--- src/rtl/bffa_pkg.sv ---
// shared constants, codes and types of the bitmap first-fit allocator
package bffa_pkg;

  localparam int MAP_BITS  = 8192;
  localparam int WORD_BITS = 32;
  localparam int MAP_WORDS = MAP_BITS / WORD_BITS;
  localparam int ADDR_W    = $clog2(MAP_WORDS);
  localparam int BIT_W     = $clog2(WORD_BITS);
  localparam int FIELD_W   = 14;
  localparam int CODE_W    = 2;
  localparam logic [FIELD_W-1:0] COUNT_MAX = '1;
  localparam logic [FIELD_W-1:0] SIZE_MAX  = FIELD_W'(MAP_BITS);

  typedef enum logic [CODE_W-1:0] {
    CMD_ALLOC   = 2'd0,
    CMD_FREE    = 2'd1,
    CMD_PRELOAD = 2'd2,
    CMD_LOAD    = 2'd3
  } cmd_t;

  typedef enum logic [CODE_W-1:0] {
    STAT_OK    = 2'd0,
    STAT_FULL  = 2'd1,
    STAT_RANGE = 2'd2
  } status_t;

  typedef enum logic [1:0] {
    FSM_IDLE,
    FSM_SCAN,
    FSM_RMW,
    FSM_DONE
  } fsm_t;

  typedef struct packed {
    logic                 en;
    logic [ADDR_W-1:0]    addr;
    logic [WORD_BITS-1:0] data;
  } ram_wr_t;

endpackage

--- src/rtl/bffa_ffz.sv ---
// first-zero finder over one masked bitmap word
module bffa_ffz
  import bffa_pkg::*;
(
  input  logic [WORD_BITS-1:0] word_i,
  output logic                 found,
  output logic [BIT_W-1:0]     bit_idx
);

  always_comb begin
    found   = 1'b0;
    bit_idx = '0;
    for (int i = WORD_BITS - 1; i >= 0; i--) begin
      if (!word_i[i]) begin
        found   = 1'b1;
        bit_idx = BIT_W'(i);
      end
    end
  end

endmodule

--- config.mk ---
export PLATFORM = sky130hd
export DESIGN_NAME = bffa_ffz
export DESIGN_NICKNAME = d
export VERILOG_FILES = /design/src/rtl/bffa_pkg.sv /design/src/rtl/bffa_ffz.sv
export SDC_FILE = /design/constraint.sdc
export NUM_CORES = 1
export LEC_CHECK = 0
export BUFFER_PORTS_ARGS = -buffer_cell sky130_fd_sc_hd__buf_4
export CORE_AREA = 5 5 42 44
export DETAILED_ROUTE_END_ITERATION = 10
export DIE_AREA = 0 0 47 49
export GPL_ROUTABILITY_DRIVEN = 0
export GPL_TIMING_DRIVEN = 0
export PLACE_DENSITY = 0.73
export SLEW_MARGIN = 25
export SYNTH_ARGS = -nofsm -noshare
export SYNTH_HDL_FRONTEND = slang
export SYNTH_SLANG_ARGS = --single-unit
--- constraint.sdc ---
create_clock -name vclk -period 1.2
set_input_delay 0.24 -clock vclk [all_inputs]
set_output_delay 0.24 -clock vclk [all_outputs]
set_load 0.05 [all_outputs]
==> summary.md <==
### Route
• **DRC errors left** 0
• **routed via count** 693
• **M1 WL** 623 um
• **DR iter-0 viols** 4
• **metal2 WL** 1.00 mm
• **remaining antenna violation count** 0
• **met3 routed wirelength** 137 um
• **post-detailed-routing wire length** 1.76 mm
• **routed via count divided by cell count** 5.41
• **top layer in use** met3
• **TritonRoute pass-1 iters** 2
• **drt wl/cell** 13.8 um

### Floorplan
• **die outline area** 2300 um2
• **Row Count** 14
• **Chip Width** 47 um
• **vertical extent of the die** 49 um
• **Core Box Area** 1400 um2
• **number of top-level design ports** 38
• **Initial Util** 0.280

### Power
• **reported net switching power** 118 uW
• **Internal Pwr Total** 141 uW
• **maximum vdd drop** 0.139 mV
• **part of the total power dissipated in the clock network** 0
• **Switching Share** 0.457
• **leakage power summed over all cells** 0.398 nW
• **total power divided by cell area** 275 nW/um2
• **combinational group share of total power** 1.000
• **total design power** 259 uW
• **sequential share of power** 0

### Global routing
• **largest net degree at the start of global routing** 6
• **via count of the first global-routing pass** 704
• **GR Util All Layers** 0.160
• **wire length of the first global-routing pass** 2.93 mm
• **Congestion Overflow GR** 0
• **antenna violations before repair** 0

### Finish
• **growth of design area from synthesis to finish** 140%
• **most used cells in the layout excluding fill and tap cells** buf_4, buf_6, nand4_1, nand2_1
• **Nets** 146
• **fraction of layout instances using a drive strength above 1** 0.554
• **number of clock-tree buffers in the layout** 0
• **Seq cells** 0
• **filler instances** 137
• **final core utilization** 0.673
• **most common library cell in the layout ignoring fill and taps** buf_4
• **Final Non-Filler Cells** 128
• **diodes inserted** 0
• **Sequential Area** 0 um2
• **footprint of the multi-input gates** 462 um2

### Timing
• **Final setup viols** 6
• **post-route clock period utilization** 1.34
• **post-layout minimum cycle time** 1.61 ns
• **unrepaired setup endpoints after global routing** yes
• **slew at the pin closest to its max-slew limit** 0.301 ns
• **max_slew headroom** 0.799
• **total count of max-transition violations in the final report** 0
• **Max Freq** 0.620 GHz
• **minimum hold slack** 0.843 ns
• **worst-case setup margin in the final layout** -0.412 ns
• **final hold violation count** 0

### Critical path
• **startpoint type of the worst setup path** input pin
• **Critical Path Fanout Max** 3
• **Critical Setup Path Class** in2out
• **data required time of the worst path** 0.96 ns
• **crit path DAT** 1.37 ns
• **Crit. End Element** output pin

### Synthesis
• **largest family of logic cells by synthesized area** simple AND/OR/NAND/NOR gates
• **biggest area contributors in the synthesized netlist** nand4_1, nand2_1, nand3_1
• **multiplexer share of the synthesized area** 0
• **share of synthesized cell area in full adder, half adder and majority cells** 0
• **cell count after synthesis** 66
• **Post-Syn Area per Cell** 5.95 um2
• **Synth Cell Area** 393 um2
• **area share of xor/xnor cells in the synthesized design** 0
• **Yosys warnings** 0
• **sequential cell area fraction in the yosys report** 0
• **synthesized-area fraction occupied by ao, oa, aoi and oai cells** 0.360
• **cell type contributing the most total cell area after synthesis** nand4_1
• **total nets after synthesis** 98
• **number of distinct library cell variants in the gate-level netlist after synthesis** 22
• **simple-gate area share of the yosys netlist** 0.583
• **Synth top area share** 0.143

### Outcome
• **violated checks** setup timing
• **outcome** finished with violations

### Placed design
• **I/O Buffers** 38
• **Worst Setup Slack post-DPL** -0.416 ns
• **post-DP HPWL** 1.32 mm
• **number of cells in the design after placement** 120

### Worst hold path
• **worst hold path class** in2out

### Run
• **max-capacitance violation count** 0

## critical path: stages
cell       delay [ns]
buf_6            0.10
nand2b_1         0.15
nand3_1          0.11
a31oi_1          0.14
a2111oi_4        0.22
o221a_2          0.26
buf_6            0.15
## area by class of cell
| type | instances | area share |
|---|---|---|
| multi-input combinational | 60 | 0.489 |
| timing repair buffer | 46 | 0.466 |
| inverter | 6 | 0.0239 |
| tap | 16 | 0.0212 |
## final timing paths
check | startpoint | endpoint | cells after the start
max | word_i[29] | bit_idx[0] | 7
min | word_i[0] | bit_idx[0] | 3
## cell usage after synthesis
| cell | number |
|---|---|
| a2111oi_2 | 1 |
| a211oi_1 | 1 |
| a21o_1 | 1 |
| a21oi_1 | 5 |
| a31oi_1 | 4 |
| and4_1 | 1 |
| inv_1 | 6 |
| nand2_1 | 11 |
| nand2b_1 | 1 |
| nand3_1 | 6 |
| nand3b_1 | 2 |
| nand4_1 | 9 |
| nor2_1 | 4 |
| nor3_1 | 1 |
| nor3_4 | 1 |
| nor4_2 | 1 |
| o2111ai_1 | 2 |
| o21ai_0 | 4 |
| o21ai_1 | 1 |
| o21bai_1 | 1 |
| o221a_2 | 1 |
| or3_4 | 2 |
## cell families after synthesis
logic type | count (synthesis)
compound gates | 21
simple gates | 39
buf+inv | 6
## timing repair
action | in CTS | in global routing
hold buffers | 0 | 0
setup buffers | 4 | 4
pin swaps | 11 | 6
resized for setup | 23 | 9
gates cloned | 0 | 0
setup endpoints to repair | 6 | 6
## metrics by stage
step | cell area [um2] | TNS (ns)
5_1_grt | 943 | -2.16
4_1_cts | 873 | -1.51
6_report | 943 | -1.77
3_5_place_dp | 748 | -1.81
2_1_floorplan | 443 | -1.19
3_3_place_gp | 748 | -1.78
## per-layer routing
layer | vias up | track usage
li1 | 358 | -
met1 | 310 | 0.185
met3 | 0 | 0.0221
met4 | 0 | 0
met2 | 25 | 0.310
met5 | - | 0
## power groups by stage
stage | clock network, mW | logic (mW) | registers [mW]
after floorplan | 0 | 0.0751 | 0
after global placement | 0 | 0.204 | 0
after detailed placement | 0 | 0.206 | 0
after CTS | 0 | 0.239 | 0
after global routing | 0 | 0.282 | 0
final | 0 | 0.259 | 0
No activity file was read; power rests on OpenSTA's default activity.
